### src/rtl/bbr_pkg.sv
// Package for the 3x3 RGB box blur: widths, register indexes, shared types
// and the reciprocal table used by the averaging pipeline. No dependencies.
`default_nettype none

package bbr_pkg;

  localparam int CH_W          = 8;
  localparam int PIX_W         = 3 * CH_W;
  localparam int LM_W          = 2 * PIX_W;
  localparam int CFG_W         = 14;
  localparam int CFG_IDX_W     = 2;
  localparam int WREG_W        = 11;
  localparam int HEIGHT_W      = 14;
  localparam int ROW_W         = HEIGHT_W + 1;
  localparam int DEF_MAX_WIDTH = 1024;
  localparam int RESET_WIDTH   = 640;
  localparam int RESET_HEIGHT  = 480;
  localparam int OFIFO_DEPTH   = 4;
  localparam int CNT_W         = 4;
  localparam int RECIP_SHIFT   = 24;
  localparam int RECIP_W       = 24;

  localparam logic [CFG_IDX_W-1:0] REG_IMAGE_WIDTH  = CFG_IDX_W'(0);
  localparam logic [CFG_IDX_W-1:0] REG_IMAGE_HEIGHT = CFG_IDX_W'(1);

  // Rounded-up reciprocals of twice the neighbor count, scaled by 2**RECIP_SHIFT.
  localparam logic [RECIP_W-1:0] RECIP_C1 = RECIP_W'((2**RECIP_SHIFT + 1) / 2);
  localparam logic [RECIP_W-1:0] RECIP_C2 = RECIP_W'((2**RECIP_SHIFT + 3) / 4);
  localparam logic [RECIP_W-1:0] RECIP_C3 = RECIP_W'((2**RECIP_SHIFT + 5) / 6);
  localparam logic [RECIP_W-1:0] RECIP_C4 = RECIP_W'((2**RECIP_SHIFT + 7) / 8);
  localparam logic [RECIP_W-1:0] RECIP_C6 = RECIP_W'((2**RECIP_SHIFT + 11) / 12);
  localparam logic [RECIP_W-1:0] RECIP_C9 = RECIP_W'((2**RECIP_SHIFT + 17) / 18);

  typedef struct packed {
    logic [CH_W-1:0] red;
    logic [CH_W-1:0] green;
    logic [CH_W-1:0] blue;
  } pix_t;

  typedef struct packed {
    logic top_ok;
    logic bot_ok;
    logic left_ok;
    logic right_ok;
    logic eof;
    logic last;
  } job_ctl_t;

  typedef struct packed {
    logic [CH_W-1:0] red;
    logic [CH_W-1:0] green;
    logic [CH_W-1:0] blue;
    logic            eof;
    logic            last;
  } result_t;

  function automatic logic [RECIP_W-1:0] bbr_recip(input logic [CNT_W-1:0] cnt);
    logic [RECIP_W-1:0] m;
    case (cnt)
      CNT_W'(2): m = RECIP_C2;
      CNT_W'(3): m = RECIP_C3;
      CNT_W'(4): m = RECIP_C4;
      CNT_W'(6): m = RECIP_C6;
      CNT_W'(9): m = RECIP_C9;
      default:   m = RECIP_C1;
    endcase
    return m;
  endfunction

endpackage

`default_nettype wire

### src/rtl/bbr_mean.sv
// Two-stage averaging pipeline: masked 3x3 sums, then rounded division by the
// neighbor count through a reciprocal multiply. Depends on bbr_pkg.
`default_nettype none

module bbr_mean import bbr_pkg::*; (
  input  logic               clk,
  input  logic               rst_n,
  input  logic               job_valid,
  input  job_ctl_t           job_ctl,
  input  pix_t [2:0][2:0]    win,
  output logic               res_valid,
  output result_t            res,
  output logic [1:0]         pipe_used
);

  localparam int SUM_W  = CH_W + 4;
  localparam int NUM_W  = SUM_W + 1;
  localparam int PROD_W = NUM_W + RECIP_W;

  logic [2:0]                   row_ok;
  logic [2:0]                   col_ok;
  logic [1:0]                   rows;
  logic [1:0]                   cols;
  logic [CNT_W-1:0]             cnt;
  logic [2:0][SUM_W-1:0]        sum;
  logic [2:0][NUM_W-1:0]        num;
  logic [2:0][PROD_W-1:0]       prod;

  logic                         s1_valid_r;
  logic [2:0][NUM_W-1:0]        s1_num_r;
  logic [RECIP_W-1:0]           s1_recip_r;
  logic                         s1_eof_r;
  logic                         s1_last_r;
  logic                         s2_valid_r;
  result_t                      s2_res_r;

  assign row_ok = {job_ctl.bot_ok, 1'b1, job_ctl.top_ok};
  assign col_ok = {job_ctl.right_ok, 1'b1, job_ctl.left_ok};
  assign rows   = 2'd1 + {1'b0, job_ctl.top_ok} + {1'b0, job_ctl.bot_ok};
  assign cols   = 2'd1 + {1'b0, job_ctl.left_ok} + {1'b0, job_ctl.right_ok};
  assign cnt    = {2'b00, rows} * {2'b00, cols};

  always_comb begin
    sum = '0;
    for (int i = 0; i < 3; i++) begin
      for (int j = 0; j < 3; j++) begin
        if (row_ok[i] && col_ok[j]) begin
          sum[0] = sum[0] + SUM_W'(win[i][j].red);
          sum[1] = sum[1] + SUM_W'(win[i][j].green);
          sum[2] = sum[2] + SUM_W'(win[i][j].blue);
        end
      end
    end
    for (int k = 0; k < 3; k++) begin
      num[k] = {sum[k], 1'b0} + NUM_W'(cnt);
    end
  end

  always_comb begin
    for (int k = 0; k < 3; k++) begin
      prod[k] = s1_num_r[k] * s1_recip_r;
    end
  end

  always_ff @(posedge clk) begin
    if (!rst_n) begin
      s1_valid_r <= 1'b0;
      s2_valid_r <= 1'b0;
    end else begin
      s1_valid_r <= job_valid;
      s2_valid_r <= s1_valid_r;
    end
  end

  always_ff @(posedge clk) begin
    s1_num_r       <= num;
    s1_recip_r     <= bbr_recip(cnt);
    s1_eof_r       <= job_ctl.eof;
    s1_last_r      <= job_ctl.last;
    s2_res_r.red   <= prod[0][RECIP_SHIFT +: CH_W];
    s2_res_r.green <= prod[1][RECIP_SHIFT +: CH_W];
    s2_res_r.blue  <= prod[2][RECIP_SHIFT +: CH_W];
    s2_res_r.eof   <= s1_eof_r;
    s2_res_r.last  <= s1_last_r;
  end

  assign res_valid = s2_valid_r;
  assign res       = s2_res_r;
  assign pipe_used = {1'b0, s1_valid_r} + {1'b0, s2_valid_r};

endmodule

`default_nettype wire

### config.mk
export PLATFORM = sky130hd
export DESIGN_NAME = bbr_mean
export DESIGN_NICKNAME = d
export VERILOG_FILES = /design/src/rtl/bbr_pkg.sv /design/src/rtl/bbr_mean.sv
export SDC_FILE = /design/constraint.sdc
export NUM_CORES = 2
export LEC_CHECK = 0
export BUFFER_PORTS_ARGS = -buffer_cell sky130_fd_sc_hd__buf_2
export CAP_MARGIN = 20
export CORE_MARGIN = 2
export CORE_UTILIZATION = 64
export DETAILED_ROUTE_END_ITERATION = 10
export GPL_TIMING_DRIVEN = 0
export PLACE_DENSITY = 0.84
export REMOVE_ABC_BUFFERS = 1
export SLEW_MARGIN = 20
export SYNTH_ARGS = -nofsm -noshare
export SYNTH_HDL_FRONTEND = slang
export SYNTH_SLANG_ARGS = --single-unit
### constraint.sdc
create_clock -name clk -period 11.3 [get_ports clk]
set_input_delay 0.565 -clock clk [delete_from_list [all_inputs] [get_ports clk]]
set_output_delay 0.565 -clock clk [all_outputs]
set_load 0.05 [all_outputs]
After elaboration in Yosys (flattened, before gate mapping) --
Index checks and enable logic that the tools add are counted.
Operators by class: add/sub/neg operators 32, $mul 4, equal/unequal tests 5, muxes and demuxes 9, reduce and logical (&&, ||, !) cells 4
Operators by type and width (number):
- $add 12x8->12 | 23
- $mux 36 | 6
- $pmux 24 s5 | 1
- $mul 13x24->32 | 3
- $add 13x4->13 | 3
- $mux 33 | 1
- $mux 32 | 1
- $add 8x8->9 | 1
- $eq 4x2->1 const B | 2
- $eq 4x3->1 const B | 2
- $add 1x1->2 const A | 2
- $add 2x1->2 | 2
- $eq 4x4->1 const B | 1
- $logic_and 1x1->1 | 4
- $mul 2x2->4 | 1
- $add 1x1->2 | 1
Word-level totals: bits in registers 93, bits of input ports 225, word-level logic and storage cells 67

Longest topological paths before layout --
depth after elaboration 18, depth in mapped cells 56

Least setup slack after synthesis --
Ideal clock, no wire load.
path type input to register, start in job_ctl[5] in the netlist's numbering, end reg s1_num_r[12] in the netlist's numbering, setup time 72 ps, data arrival time 9682 ps, required time 11228 ps, setup slack 1546 ps, cell stages on the path 55, buffers on the path 4, cell sequence buf_6 -> clkbuf_1 -> clkbuf_1 -> clkbuf_1 -> and3_1 -> ha_1 -> inv_1 -> fa_1 -> nor2b_1 -> nor2_1 -> xnor2_1 -> nand2_1 -> inv_1 -> ha_1 -> nor2b_1 -> o31a_1 -> a211oi_1 -> a21o_1 -> [... 19 more ...] -> o31a_1 -> a21oi_1 -> nand2_1 -> o21ai_0 -> ha_1 -> a21boi_0 -> a21o_1 -> o21ai_0 -> ha_1 -> a21boi_0 -> o21ai_0 -> a21oi_1 -> xor3_1 -> a32oi_2 -> nor2_1 -> and3b_1 -> xnor2_1 -> xnor2_1
RTL lines:
- start, declared | RTL line bbr_mean.sv:9 | input job_ctl_t job_ctl,
- end signal, assigned | RTL line bbr_mean.sv:76 | s1_num_r <= num;
- end, declared | RTL line bbr_mean.sv:30 | logic [2:0][NUM_W-1:0] s1_num_r;

==> impl_metrics.tcl <==
set metrics [dict create \
    num_rows 80 \
    grt_start_max_net_pins 65 \
    critPathMostFrequentCell "ha_1" \
    die_height_um 224 \
    slowest_stage "buf_4" \
    yosysUniqueCellTypes 92 \
    nets 4947 \
    ys_warn_count 0 \
    cts_sinks 75 \
    cp.arrival_ns 10.61 \
    grt_usage_pct 33.4 \
    status "finished, final reports clean" \
    syn2layout_area_growth_pct 7.19 \
    cp-start-kind "input pin" \
    yosysTopAreaCell "fa_1" \
    finalMaxSlewViolations 0 \
    timing.max_slew.rel_slack_pct 35.7 \
    period_minus_slack_ns 10.32 \
    mappedNetlistArea_sq_um 31100 \
    drt_iter0_drc 1507 \
    clk_latency_ns 0.37 \
    critPathMaxStageDelay_ns 0.50 \
    core-area_sq_um 47800 \
    dr.pass1.iters 6 \
    total_power_mw 7.56 \
    boundaryPins 254 \
    num_vias 25342 \
    clk_pin_slew_ns 0.07 \
    syn_inst 3608 \
    synthTopCellsByArea "fa_1, ha_1, inv_1" \
    cts.htree.levels 3 \
    startpoint "job_ctl[3]" \
    dpl.hpwl_um 70000 \
    drc 0 \
    drtAntennaViolNets 0 \
    rsz0062_at_grt "false" \
    synth-async-reset-ratio_pct 0 \
    cts-root-buf "clkbuf_16" \
    grt_antenna_before_repair 23 \
    synth_top_area_share_pct 34.5 \
    finalSetupViolCount 0 \
    fmax_ghz 0.0969 \
    dieWidth_um 224 \
    synth-seq-cells 75 \
    avgSynthCellArea_sq_um 8.62 \
    final_cell_mix "inv_1, fa_1, ha_1" \
    worst-setup-path-type "in2reg" \
    vdd_ir_drop_max_mv 0.147 \
    synth_edf_count 0 \
    start_util_pct 65.0 \
    leakage_nw 17.8 \
    place_congestion 1.00 \
    critPathCaptureType "flip-flop" \
    die_area_sq_um 50400 \
    routed_via_density 5.72 \
    final_common_cell "inv_1" \
    critPathRequiredTime_ns 11.59 \
    overflow 0 \
    cts_tree "built" \
    totalWireLength_um 81100 \
    ys.flop_type "dfxtp_1" \
    min_from "job_ctl[0]" \
    hold_ws_ns 0.292 \
    drive_above_1_share_pct 8.82 \
    cts_buffers 9 \
    tns_ns 0 \
    final.period_utilization_pct 91.3 \
    grt_pass1_vias 26892 \
    port_buffers 253 \
    skew_ns 0.0149 \
    synth_sequential_area_ratio_pct 4.83 \
    wire_per_inst_um 18.3 \
    crit_fanout 64 \
    final_hold_viol_count 0 \
    grt_pass1_wl_um 133000 \
    max_slew.worst_pin.slew_ns 0.962 \
    r2r_start "s1_recip_r[19]" \
    maxCapViolCount 0 \
    clock_path_buffers 2 \
    min_path_type "in2reg" \
    powerDensity_nw_per_um2 227 \
]
[worst paths after layout]
check	end	cells past startpoint	slack, ns
worst max-delay path	s1_num_r[12]	52	0.98
worst min-delay path	s1_last_r	1	0.29
worst max register to register	res[17]	21	4.54
worst min register to register	res[0]	0	0.33
[metrics by stage]
| stage | setup WS (ns) | instances | utilization (%) | area [sq um] |
|---|---|---|---|---|
| floorplan | 2.39 | 3535 | - | 30800 |
| global route | 0.121 | 4428 | 69.7 | 33300 |
| CTS | 0.702 | 4422 | 69.6 | 33300 |
| detailed placement | 0.366 | 4406 | 68.8 | 32900 |
| global placement | -0.422 | 4403 | 68.7 | 32900 |
| finish | 0.983 | 4433 | 69.7 | 33400 |
[worst max-delay path, delay by kind of cell]
family | cells | cell delay (ns)
AOI/OAI and AO/OA | 20 | 3.67
xor gates and xnor gates | 5 | 0.97
adders and majority gates | 9 | 2.73
buffers and inverters | 4 | 0.78
and+or+nand+nor | 14 | 1.86
[power breakdown]
| part | switching [mW] | leakage, nW | internal [mW] |
|---|---|---|---|
| sequential | 0.212 | 0.631 | 0.410 |
| combinational | 3.78 | 17.0 | 2.79 |
| clock | 0.126 | 0.173 | 0.239 |
| total | 4.12 | 17.8 | 3.44 |
[what timing repair did]
action                                  CTS  global route
hold buffers                              0             0
buffers inserted                          0             0
gates resized for setup                   0             2
endpoints found under the setup margin    0             6
[synthesized netlist by cell type (12+ instances only)]
cell type  number
a21boi_0       25
o21ai_0       151
nand2_1       215
nand3_1        40
o211ai_1       14
inv_1         793
and3_1         43
ha_1          382
nand2b_1       17
nor2b_1        57
xor2_1         63
or3_1          14
o21bai_1       12
and2_1        198
clkbuf_1       59
nor2_1        195
o31ai_1        17
xnor2_1       128
nor3_1         43
o21a_1         35
a21o_1         69
dfxtp_1        75
fa_1          537
a21oi_1       175
mux2_2         21
mux2i_1        26
a211oi_1       21
[routing by layer]
layer | vias to the layer above | track usage (%) | routed length, um
met3 | 255 | 8.60 | 6920
met2 | 971 | 58.8 | 39800
li1 | 11904 | - | -
met1 | 12188 | 38.4 | 30300
met4 | 24 | 14.6 | 3850
met5 | - | 0 | 165
[state kept, by name, indices dropped and copies added, names as in the netlist]
register,flops
s1_last_r,1
res_valid,1
s1_num_r,37
res,26
s1_recip_r,8
s1_valid_r,1
s1_eof_r,1
[area by class of cell]
class | instances | area, sq um
fillers | 3656 | 14500
clock inverters | 6 | 136
diodes | 10 | 25.0
multi-input cells | 2666 | 26300
repair buffers | 257 | 1360
clock buffers | 10 | 229
well taps | 615 | 769
flip-flops and latches | 75 | 1510
inverters | 794 | 2980
[logic make-up after synthesis]
| kind of cell | count (synthesis) | synth area share [%] |
|---|---|---|
| xor gates and xnor gates | 199 | 5.86 |
| DFF | 75 | 4.83 |
| buffers and inverters | 867 | 10.5 |
| and+or+nand+nor | 872 | 14.1 |
| AOI/OAI and AO/OA | 624 | 12.9 |
| adders and majority gates | 921 | 50.0 |
| muxes | 50 | 1.81 |
Note: power is estimated with default switching activity, not from simulation.
