## config.mk

```make
export PLATFORM = sky130hd
export DESIGN_NAME = bbr_out_fifo_flat
export DESIGN_NICKNAME = d
export VERILOG_FILES = /design/src/rtl/bbr_pkg.sv /design/src/rtl/bbr_out_if.sv /design/src/rtl/bbr_out_fifo.sv /design/src/flat_wrapper.sv
export SDC_FILE = /design/constraint.sdc
export NUM_CORES = 1
export LEC_CHECK = 0
export BUFFER_PORTS_ARGS = -buffer_cell sky130_fd_sc_hd__buf_2
export CAP_MARGIN = 25
export CELL_PAD_IN_SITES_DETAIL_PLACEMENT = 1
export CELL_PAD_IN_SITES_GLOBAL_PLACEMENT = 1
export CORE_MARGIN = 2
export CORE_UTILIZATION = 45
export CTS_CLUSTER_SIZE = 10
export DETAILED_ROUTE_END_ITERATION = 7
export PLACE_DENSITY_LB_ADDON = 0.08
export SYNTH_ARGS = -nofsm -noshare
export SYNTH_HDL_FRONTEND = slang
export SYNTH_SLANG_ARGS = --single-unit
```

## constraint.sdc

```tcl
create_clock -name clk -period 2.6 [get_ports clk]
set_clock_uncertainty 0.1 [all_clocks]
set_input_delay 0.39 -clock clk [delete_from_list [all_inputs] [get_ports clk]]
set_output_delay 0.39 -clock clk [all_outputs]
set_load 0.01 [all_outputs]
```

## src/rtl/bbr_pkg.sv

```systemverilog
// Package for the 3x3 RGB box blur: widths, register indexes, shared types
// and the reciprocal table used by the averaging pipeline. No dependencies.
`default_nettype none

package bbr_pkg;

  localparam int CH_W          = 8;
  localparam int PIX_W         = 3 * CH_W;
  localparam int LM_W          = 2 * PIX_W;
  localparam int CFG_W         = 14;
  localparam int CFG_IDX_W     = 2;
  localparam int WREG_W        = 11;
  localparam int HEIGHT_W      = 14;
  localparam int ROW_W         = HEIGHT_W + 1;
  localparam int DEF_MAX_WIDTH = 1024;
  localparam int RESET_WIDTH   = 640;
  localparam int RESET_HEIGHT  = 480;
  localparam int OFIFO_DEPTH   = 4;
  localparam int CNT_W         = 4;
  localparam int RECIP_SHIFT   = 24;
  localparam int RECIP_W       = 24;

  localparam logic [CFG_IDX_W-1:0] REG_IMAGE_WIDTH  = CFG_IDX_W'(0);
  localparam logic [CFG_IDX_W-1:0] REG_IMAGE_HEIGHT = CFG_IDX_W'(1);

  // Rounded-up reciprocals of twice the neighbor count, scaled by 2**RECIP_SHIFT.
  localparam logic [RECIP_W-1:0] RECIP_C1 = RECIP_W'((2**RECIP_SHIFT + 1) / 2);
  localparam logic [RECIP_W-1:0] RECIP_C2 = RECIP_W'((2**RECIP_SHIFT + 3) / 4);
  localparam logic [RECIP_W-1:0] RECIP_C3 = RECIP_W'((2**RECIP_SHIFT + 5) / 6);
  localparam logic [RECIP_W-1:0] RECIP_C4 = RECIP_W'((2**RECIP_SHIFT + 7) / 8);
  localparam logic [RECIP_W-1:0] RECIP_C6 = RECIP_W'((2**RECIP_SHIFT + 11) / 12);
  localparam logic [RECIP_W-1:0] RECIP_C9 = RECIP_W'((2**RECIP_SHIFT + 17) / 18);

  typedef struct packed {
    logic [CH_W-1:0] red;
    logic [CH_W-1:0] green;
    logic [CH_W-1:0] blue;
  } pix_t;

  typedef struct packed {
    logic top_ok;
    logic bot_ok;
    logic left_ok;
    logic right_ok;
    logic eof;
    logic last;
  } job_ctl_t;

  typedef struct packed {
    logic [CH_W-1:0] red;
    logic [CH_W-1:0] green;
    logic [CH_W-1:0] blue;
    logic            eof;
    logic            last;
  } result_t;

  function automatic logic [RECIP_W-1:0] bbr_recip(input logic [CNT_W-1:0] cnt);
    logic [RECIP_W-1:0] m;
    case (cnt)
      CNT_W'(2): m = RECIP_C2;
      CNT_W'(3): m = RECIP_C3;
      CNT_W'(4): m = RECIP_C4;
      CNT_W'(6): m = RECIP_C6;
      CNT_W'(9): m = RECIP_C9;
      default:   m = RECIP_C1;
    endcase
    return m;
  endfunction

endpackage

`default_nettype wire

```

## src/rtl/bbr_out_if.sv

```systemverilog
// Result channel of the box blur: valid/ready handshake with one blurred pixel.
// Depends on bbr_pkg for the channel width.
`default_nettype none

interface bbr_out_if import bbr_pkg::*; ();
  logic            valid;
  logic            ready;
  logic [CH_W-1:0] out_red;
  logic [CH_W-1:0] out_green;
  logic [CH_W-1:0] out_blue;
  logic            end_of_frame;
  logic            last_of_run;

  modport source (output valid, out_red, out_green, out_blue, end_of_frame, last_of_run,
                  input ready);
  modport sink   (input valid, out_red, out_green, out_blue, end_of_frame, last_of_run,
                  output ready);
endinterface

`default_nettype wire

```

## src/rtl/bbr_out_fifo.sv

```systemverilog
// Small result queue between the averaging pipeline and the result channel.
// Depends on bbr_pkg and bbr_out_if.
`default_nettype none

module bbr_out_fifo import bbr_pkg::*; #(
  parameter int DEPTH = OFIFO_DEPTH
) (
  input  logic                       clk,
  input  logic                       rst_n,
  input  logic                       push,
  input  result_t                    push_data,
  output logic [$clog2(DEPTH+1)-1:0] count,
  bbr_out_if.source                  out_px
);

  localparam int AW = (DEPTH > 1) ? $clog2(DEPTH) : 1;
  localparam int FCW = $clog2(DEPTH + 1);

  result_t         ent [DEPTH];
  logic [AW-1:0]   wr_ptr_r;
  logic [AW-1:0]   rd_ptr_r;
  logic [FCW-1:0]  count_r;
  logic            pop;
  result_t         head;

  assign pop  = out_px.valid && out_px.ready;
  assign head = ent[rd_ptr_r];

  always_ff @(posedge clk) begin
    if (push) begin
      ent[wr_ptr_r] <= push_data;
    end
  end

  always_ff @(posedge clk) begin
    if (!rst_n) begin
      wr_ptr_r <= '0;
      rd_ptr_r <= '0;
      count_r  <= '0;
    end else begin
      if (push) begin
        wr_ptr_r <= (wr_ptr_r == AW'(DEPTH - 1)) ? '0 : wr_ptr_r + AW'(1);
      end
      if (pop) begin
        rd_ptr_r <= (rd_ptr_r == AW'(DEPTH - 1)) ? '0 : rd_ptr_r + AW'(1);
      end
      count_r <= count_r + FCW'(push) - FCW'(pop);
    end
  end

  assign count               = count_r;
  assign out_px.valid        = (count_r != '0);
  assign out_px.out_red      = head.red;
  assign out_px.out_green    = head.green;
  assign out_px.out_blue     = head.blue;
  assign out_px.end_of_frame = head.eof;
  assign out_px.last_of_run  = head.last;

endmodule

`default_nettype wire

```

## src/flat_wrapper.sv

```systemverilog
// flat-port wrapper written by rule: the top's interface ports become plain ports
module bbr_out_fifo_flat import bbr_pkg::*;
#(
  parameter int DEPTH = OFIFO_DEPTH
)
  (clk, rst_n, push, push_data, count, out_px_valid, out_px_out_red, out_px_out_green, out_px_out_blue, out_px_end_of_frame, out_px_last_of_run, out_px_ready);
  bbr_out_if out_px_i ();
  input  logic clk;
  input  logic rst_n;
  input  logic push;
  input  result_t push_data;
  output logic [$clog2(DEPTH+1)-1:0] count;
  output wire logic [$bits(out_px_i.valid)-1:0] out_px_valid;
  output wire logic [$bits(out_px_i.out_red)-1:0] out_px_out_red;
  output wire logic [$bits(out_px_i.out_green)-1:0] out_px_out_green;
  output wire logic [$bits(out_px_i.out_blue)-1:0] out_px_out_blue;
  output wire logic [$bits(out_px_i.end_of_frame)-1:0] out_px_end_of_frame;
  output wire logic [$bits(out_px_i.last_of_run)-1:0] out_px_last_of_run;
  input wire logic [$bits(out_px_i.ready)-1:0] out_px_ready;
  assign out_px_valid = out_px_i.valid;
  assign out_px_out_red = out_px_i.out_red;
  assign out_px_out_green = out_px_i.out_green;
  assign out_px_out_blue = out_px_i.out_blue;
  assign out_px_end_of_frame = out_px_i.end_of_frame;
  assign out_px_last_of_run = out_px_i.last_of_run;
  assign out_px_i.ready = out_px_ready;
  bbr_out_fifo #(.DEPTH(DEPTH)) u_core (.clk(clk), .rst_n(rst_n), .push(push), .push_data(push_data), .count(count), .out_px(out_px_i));
endmodule
```

* After elaboration in Yosys (flattened, before gate mapping)
Memory sizes are Yosys's and may differ from the RTL's. A register that Yosys moved wholly into a read port is not among the register bits. Index checks and enable logic that the tools add are counted.
Storage, ports and cells: flip-flop bits (word level) 7, memory bits (writable) 104, input port bits 30, memories 1, word-level logic and storage cells 18, output and inout bits 30
Cells by class: add/sub/neg operators 4, mux-type cells 6, equality and inequality tests 2, reduce and logical (&&, ||, !) cells 2
Memory list:
- u_core.ent | words 4, width 26, read ports 1, clocked after memory_dff 1, wr ports 1, RTL line bbr_out_fifo.sv:19 | result_t ent [DEPTH];
Operators with widths (count):
- $mux 2 | 4
- $add 2x1->2 const B | 2
- $eq 2x2->1 const B | 2
- $add 3x1->3 | 1
- $reduce_bool 3->1 | 1
- $sub 3x1->3 | 1
- $mux 1 | 2
- $logic_and 1x1->1 | 1

* Depth between registers and ports, before layout
Gate-level depths: netlist of the first run.
word-level depth 4, depth in mapped cells 8, mapped depth without buffers 8

* Least setup slack after synthesis of the first run
No wires, ideal clock.
path type register -> register, start point register u_core.count_r[1] (netlist: u_core.count[1]), end point register u_core.count_r[2] (netlist: u_core.count[2]), setup slack 0.602 ns, period minus slack after synthesis 1.998 ns, buffers on the path 0, arrival time 1.784 ns, cell stages (with the launch flop) 9, library setup time 0.114 ns, data required time 2.386 ns, cells stage by stage dfxtp_1 o31a_1 ha_1 inv_1 ha_1 inv_1 fa_1 xnor3_1 nor2b_1
On the way: longest elaborated chain between the ends 3, elaborated cells on any way between the ends 4, classes of those cells 2 x add/sub; 2 x reduce/logical
RTL lines:
- start, declared | RTL line bbr_out_fifo.sv:22 | logic [FCW-1:0] count_r;
- start signal, assigned | RTL line bbr_out_fifo.sv:47 | count_r <= count_r + FCW'(push) - FCW'(pop);
- branches (longest 2 deep; another with $add 3x1->3)
- $sub 3x1->3 (*) | RTL line bbr_out_fifo.sv:47
Every way passes the cells marked *. A chain may end at the register's enable or synchronous reset.

==> results_dict.tcl, run 1 <==
set metrics [dict create \
    status "completed" \
    insertedDiodeCount 0 \
    critPathLaunchType "register" \
    synth_edf_count 104 \
    clock.fmax_mhz 429 \
    rows 35 \
    timing.critical_path.buf_inv 2 \
    synth_area_leaders "edfxtp_1 73%, mux4_2 11%, dfxtp_1 4.2%" \
    post-route-period-util 0.897 \
    yosysUniqueCellTypes 21 \
    io_buffers 59 \
    fin_area_mm2 0.00555 \
    fp.dieArea_mm2 0.0103 \
    die_w_um 101 \
    hold_violations 0 \
    postCtsSetupRepairBufs 0 \
    ys.warnings.count 0 \
    worstSkewPairLatency_ns 0.50 \
    viasPerCell 5.18 \
    tns_ns 0 \
    cp_cell_sequence "buf_4 > mux4_1 > buf_2" \
    hpwl_mm 4.87 \
    yosysMostFrequentCell "edfxtp_1" \
    required_ns 2.11 \
    cp.arrival_ns 1.84 \
    end_kind "output port" \
    syn_inst 179 \
    async_flop_share 0 \
    gp_congestion 0.713 \
    p_leak_uw 0.00200 \
    final_max_slew_viol_count 0 \
    area_growth_pct 30.3 \
    critPathTopFamily "multiplexers" \
    vias 2124 \
    cts.sinks 113 \
    antenna_found_initial 0 \
    clk_pin_slew_worst_paths_ns 0.06 \
    slew_headroom 0.680 \
    hp-class "primary input to register" \
    drtIter0Drc 56 \
    synth_nets 217 \
    worstSetupPathType "register to output port" \
    placed_area_mm2 0.00471 \
    cts_tree "yes" \
    fillCellCount 804 \
    synth_area_leader_cell "edfxtp_1" \
    grt_overflow 0 \
    cpPeakStageDelay_ns 0.60 \
    drive_above_1_share 0.401 \
    numCtsBuffers 17 \
    ys.flop_type "edfxtp_1" \
    clk_path_buf_depth 2 \
    power-per-cell-area_mw_per_mm2 952 \
    cts_root_buf "clkbuf_8" \
    grt_first_pass_wirelength_mm 12.3 \
    grt_setup_unrepaired "no" \
    ys_seq_area_frac 0.775 \
    fin_nets 324 \
    grt_pass1_vias 2317 \
    initial_core_util 0.464 \
    grt.total_usage 0.172 \
    avgSynthCellArea_um2 23.8 \
    dr.pass1.iters 4 \
    ioPinCount 60 \
    drc_errors 0 \
    slowest_stage "mux4_1" \
    cap_violations 0 \
    synthTopCellsByCount "104 x edfxtp_1, 20 x mux4_2, 9 x dfxtp_1" \
    die_h_um 101 \
    grt_max_degree 24 \
    drt_wl_total_mm 7.87 \
    irDropWorstVdd_v 0.000565 \
    wl_per_cell_um 19.2 \
    postCtsHoldBufs 26 \
    cts_resized 0 \
    coreArea_mm2 0.00920 \
    ant_nets 0 \
    synth_top_cell_area_share 0.733 \
    synth_seq_cells 113 \
    syn_area_mm2 0.00426 \
    finalCriticalPeriod_ns 2.33 \
    crit_fanout 12 \
    finalSetupViolCount 0 \
    htree_levels 4 \
    tightest_slew_ns 0.480 \
]
cells in the final DEF (no fill, tap or decap), drive strengths merged, types with 3 or more instances in the layout:
master and n:
bufinv 3, clkinvlp 5, ha 7, and2 5, nor2b 4, clkbuf 18
dlygate4sd3 26, inv 6, dfxtp 9, mux4 26, clkinv 5, nand2 3
mux2i 3, edfxtp 104, buf 68
logic make-up after synthesis:
family	after synthesis	synth area share
mux	29	0.150
buf+inv	11	0.0200
simple gates	15	0.0211
flops	113	0.775
fa+ha+maj	8	0.0252
xor+xnor	1	0.00528
compound gates	2	0.00382
flip-flops by register name (all words and copies together), names as in the netlist, named ones only:
name,count
u_core.ent,104
u_core.count,3
u_core.rd_ptr_r,2
u_core.wr_ptr_r,2
metrics by stage:
step,setup slack (ns),total power [uW],instances,util,hold WS (ns)
global route,0.146,5510,410,0.604,0.0922
detailed placement,0.452,3080,352,0.512,0.396
CTS,0.203,5370,410,0.604,0.0818
global placement,0.602,3030,352,0.512,0.394
floorplan,0.602,2800,179,-,0.361
finish,0.267,5290,410,0.604,0.108
path summary, 6_finish.rpt:
path / start / to / slack, ns / depth (start not counted)
max: register / out_px_out_red[7] / 0.27 / 3
min: rst_n / u_core.wr_ptr_r[0] / 0.11 / 2
max reg2reg: u_core.count[1] / u_core.count[2] / 0.47 / 8
min reg2reg: u_core.rd_ptr_r[0] / register / 0.41 / 2
worst register-to-register path: stages, from the launching register on:
cell and delay (ns):
dfxtp_1 0.37, o31a_1 0.36, ha_1 0.29, inv_1 0.07, ha_1 0.15, inv_1 0.05, fa_1 0.37, xnor3_1 0.19
nor2b_1 0.12
layout make-up:
class                           count  area [um2]  area share
Inverter                            5        18.8     0.00338
Timing Repair Buffer               94         636       0.114
Tap cell                          111         139      0.0250
Sequential cell                   113        3300       0.595
Clock buffer                       18         418      0.0752
Clock inverter                     14         164      0.0295
Multi-Input combinational cell     55         875       0.157
layer usage:
metal  wire, um  global-route usage
met1       3380               0.201
met2       4080               0.287
met3        324              0.0628
met4         78              0.0748
met5          0                   0
report_power, final:
part           leakage (uW)  internal [uW]  switching (uW)
clock              0.000271           1450             781
sequential          0.00103           2100            49.3
combinational      0.000697            478             436
(Power assumes the default switching activity.)
==> run 2: changes to the inputs <==
==> constraint.sdc (replaced) <==
create_clock -name clk -period 2.6 [get_ports clk]
set_clock_uncertainty 0.1 [all_clocks]
set_input_delay 0.65 -clock clk [delete_from_list [all_inputs] [get_ports clk]]
set_output_delay 0.65 -clock clk [all_outputs]
set_load 0.01 [all_outputs]
==> run 2 against run 1 <==
- power up 2.2%
- sequential power about the same
- utilization down 2.3 points
- first-iteration DRC count up 14%
- highest routed layer unchanged
==> results_dict.tcl, run 2 (synthesis gave the netlist of run 1 again) <==
set metrics [dict create \
    largest_register_ffs 104 \
    final_max_slew_viol_count 0 \
    numCtsBuffers 17 \
    insertedDiodeCount 0 \
    vias 2084 \
    clock.fmax_mhz 393 \
    dr.pass1.iters 4 \
    use_met1 0.206 \
    dp_slack_ns 0.252 \
    finalSetupViolCount 0 \
    viasPerCell 5.39 \
    cap_violations 0 \
    postCtsSetupRepairBufs 0 \
    fin_ws_ns 0.0539 \
    io_buffers 59 \
    area_growth_pct 25.3 \
    grt_pass1_vias 2306 \
    critPathCapture "out_px_out_green[4]" \
    wl_per_cell_um 21.3 \
    drc_errors 0 \
    layout_commonest_cell "edfxtp_1" \
    coreArea_mm2 0.00920 \
    die_w_um 101 \
    grt_overflow 0 \
    required_ns 1.85 \
    grt_max_degree 18 \
    r2r.worst_path.cells 8 \
    cp.arrival_ns 1.80 \
    hpwl_mm 5.18 \
    regToRegSetupSlack_ns 0.48 \
    top_usage_layer "met2" \
    die_h_um 101 \
    status "completed" \
    slew_headroom 0.663 \
    rows 35 \
    fin_nets 301 \
    use_met3 0.0531 \
    antenna_found_initial 0 \
    hp-class "primary input to register" \
    ant_nets 0 \
    top_register "u_core.ent" \
    postCtsHoldBufs 0 \
    drtIter0Drc 64 \
    drive_above_1_share 0.449 \
    drt_wl_total_mm 8.24 \
    reg2reg_from "u_core.count[1]" \
    rr_endpoint "u_core.count[2]" \
    grt_first_pass_wirelength_mm 12.5 \
    power-per-cell-area_mw_per_mm2 1010 \
    hold_violations 0 \
    clk_path_buf_depth 2 \
    htree_levels 4 \
    crit_fanout 15 \
    grt_setup_unrepaired "yes" \
    cts.sinks 113 \
    use_met2 0.296 \
    finalCriticalPeriod_ns 2.55 \
    gp_congestion 0.686 \
    worstSkewPairLatency_ns 0.51 \
    cts_root_buf "clkbuf_8" \
    ioPinCount 60 \
    critPathLaunchType "register" \
    layout_common_cells "104 x edfxtp_1, 59 x buf_2, 21 x mux4_2" \
    tightest_slew_ns 0.505 \
    cts_tree "yes" \
    fp.dieArea_mm2 0.0103 \
    clk_pin_slew_worst_paths_ns 0.06 \
    power_uw 5410 \
    worstSetupPathType "register to output port" \
    grt.total_usage 0.175 \
    irDropWorstVdd_v 0.000545 \
    post-route-period-util 0.979 \
    p_leak_uw 0.00192 \
    end_kind "output port" \
    initial_core_util 0.464 \
]
==> run 2: critical path: stages (launching register included) <==
cell     delay (ns)
dfxtp_2        0.36
buf_8          0.22
mux4_2         0.54
buf_2          0.16
==> run 2: area by class of cell <==
class / instances / area [um2]
inverter: 5 / 18.8
fill: 819 / 3860
clock inverter: 14 / 189
timing repair buffer: 71 / 400
tap: 111 / 139
multi-input combinational: 55 / 871
clock buffer: 18 / 418
sequential: 113 / 3300
==> run 2: layer usage <==
layer  share of wire  routed length [um]  vias up
met3           0.041                 339       14
li1                -                   -      914
met4           0.017                 138        0
met2            0.53                4390       60
met5               0                   0        -
met1            0.41                3370     1096
==> run 2: metrics by stage <==
step / util / cell area (um2) / hold WS (ns) / TNS [ns] / instances
global placement: 0.513 / 4720 / 0.395 / 0 / 355
detailed placement: 0.513 / 4720 / 0.406 / 0 / 355
CTS: 0.579 / 5330 / 0.224 / -0.836 / 387
floorplan: - / 4260 / 0.361 / 0 / 179
global route: 0.581 / 5340 / 0.235 / -0.183 / 387
finish: 0.581 / 5340 / 0.251 / 0 / 387
==> run 2: report_power, final <==
part / switching (uW) / internal (uW)
clock network: 802 / 1550
logic: 434 / 465
registers: 57.2 / 2100
total: 1290 / 4110
==> run 2: worst min path at each step <==
stage	slack, ns	start	to	depth (start not counted)
2_1_floorplan	0.36	u_core.rd_ptr_r[1]	register	2
3_3_place_gp	0.40	u_core.rd_ptr_r[1]	u_core.rd_ptr_r[1]	2
3_5_place_dp	0.41	u_core.rd_ptr_r[1]	u_core.rd_ptr_r[1]	2
4_1_cts	0.22	push_data[19]	u_core.ent[3][19]	1
5_1_grt	0.24	push_data[13]	u_core.ent[2][13]	1
6_report	0.25	push_data[2]	u_core.ent[0][2]	1
==> run 2: timing repair <==
action,in CTS,in global routing
gates resized for setup,0,5
setup endpoints to repair,20,21
pin swaps,0,0
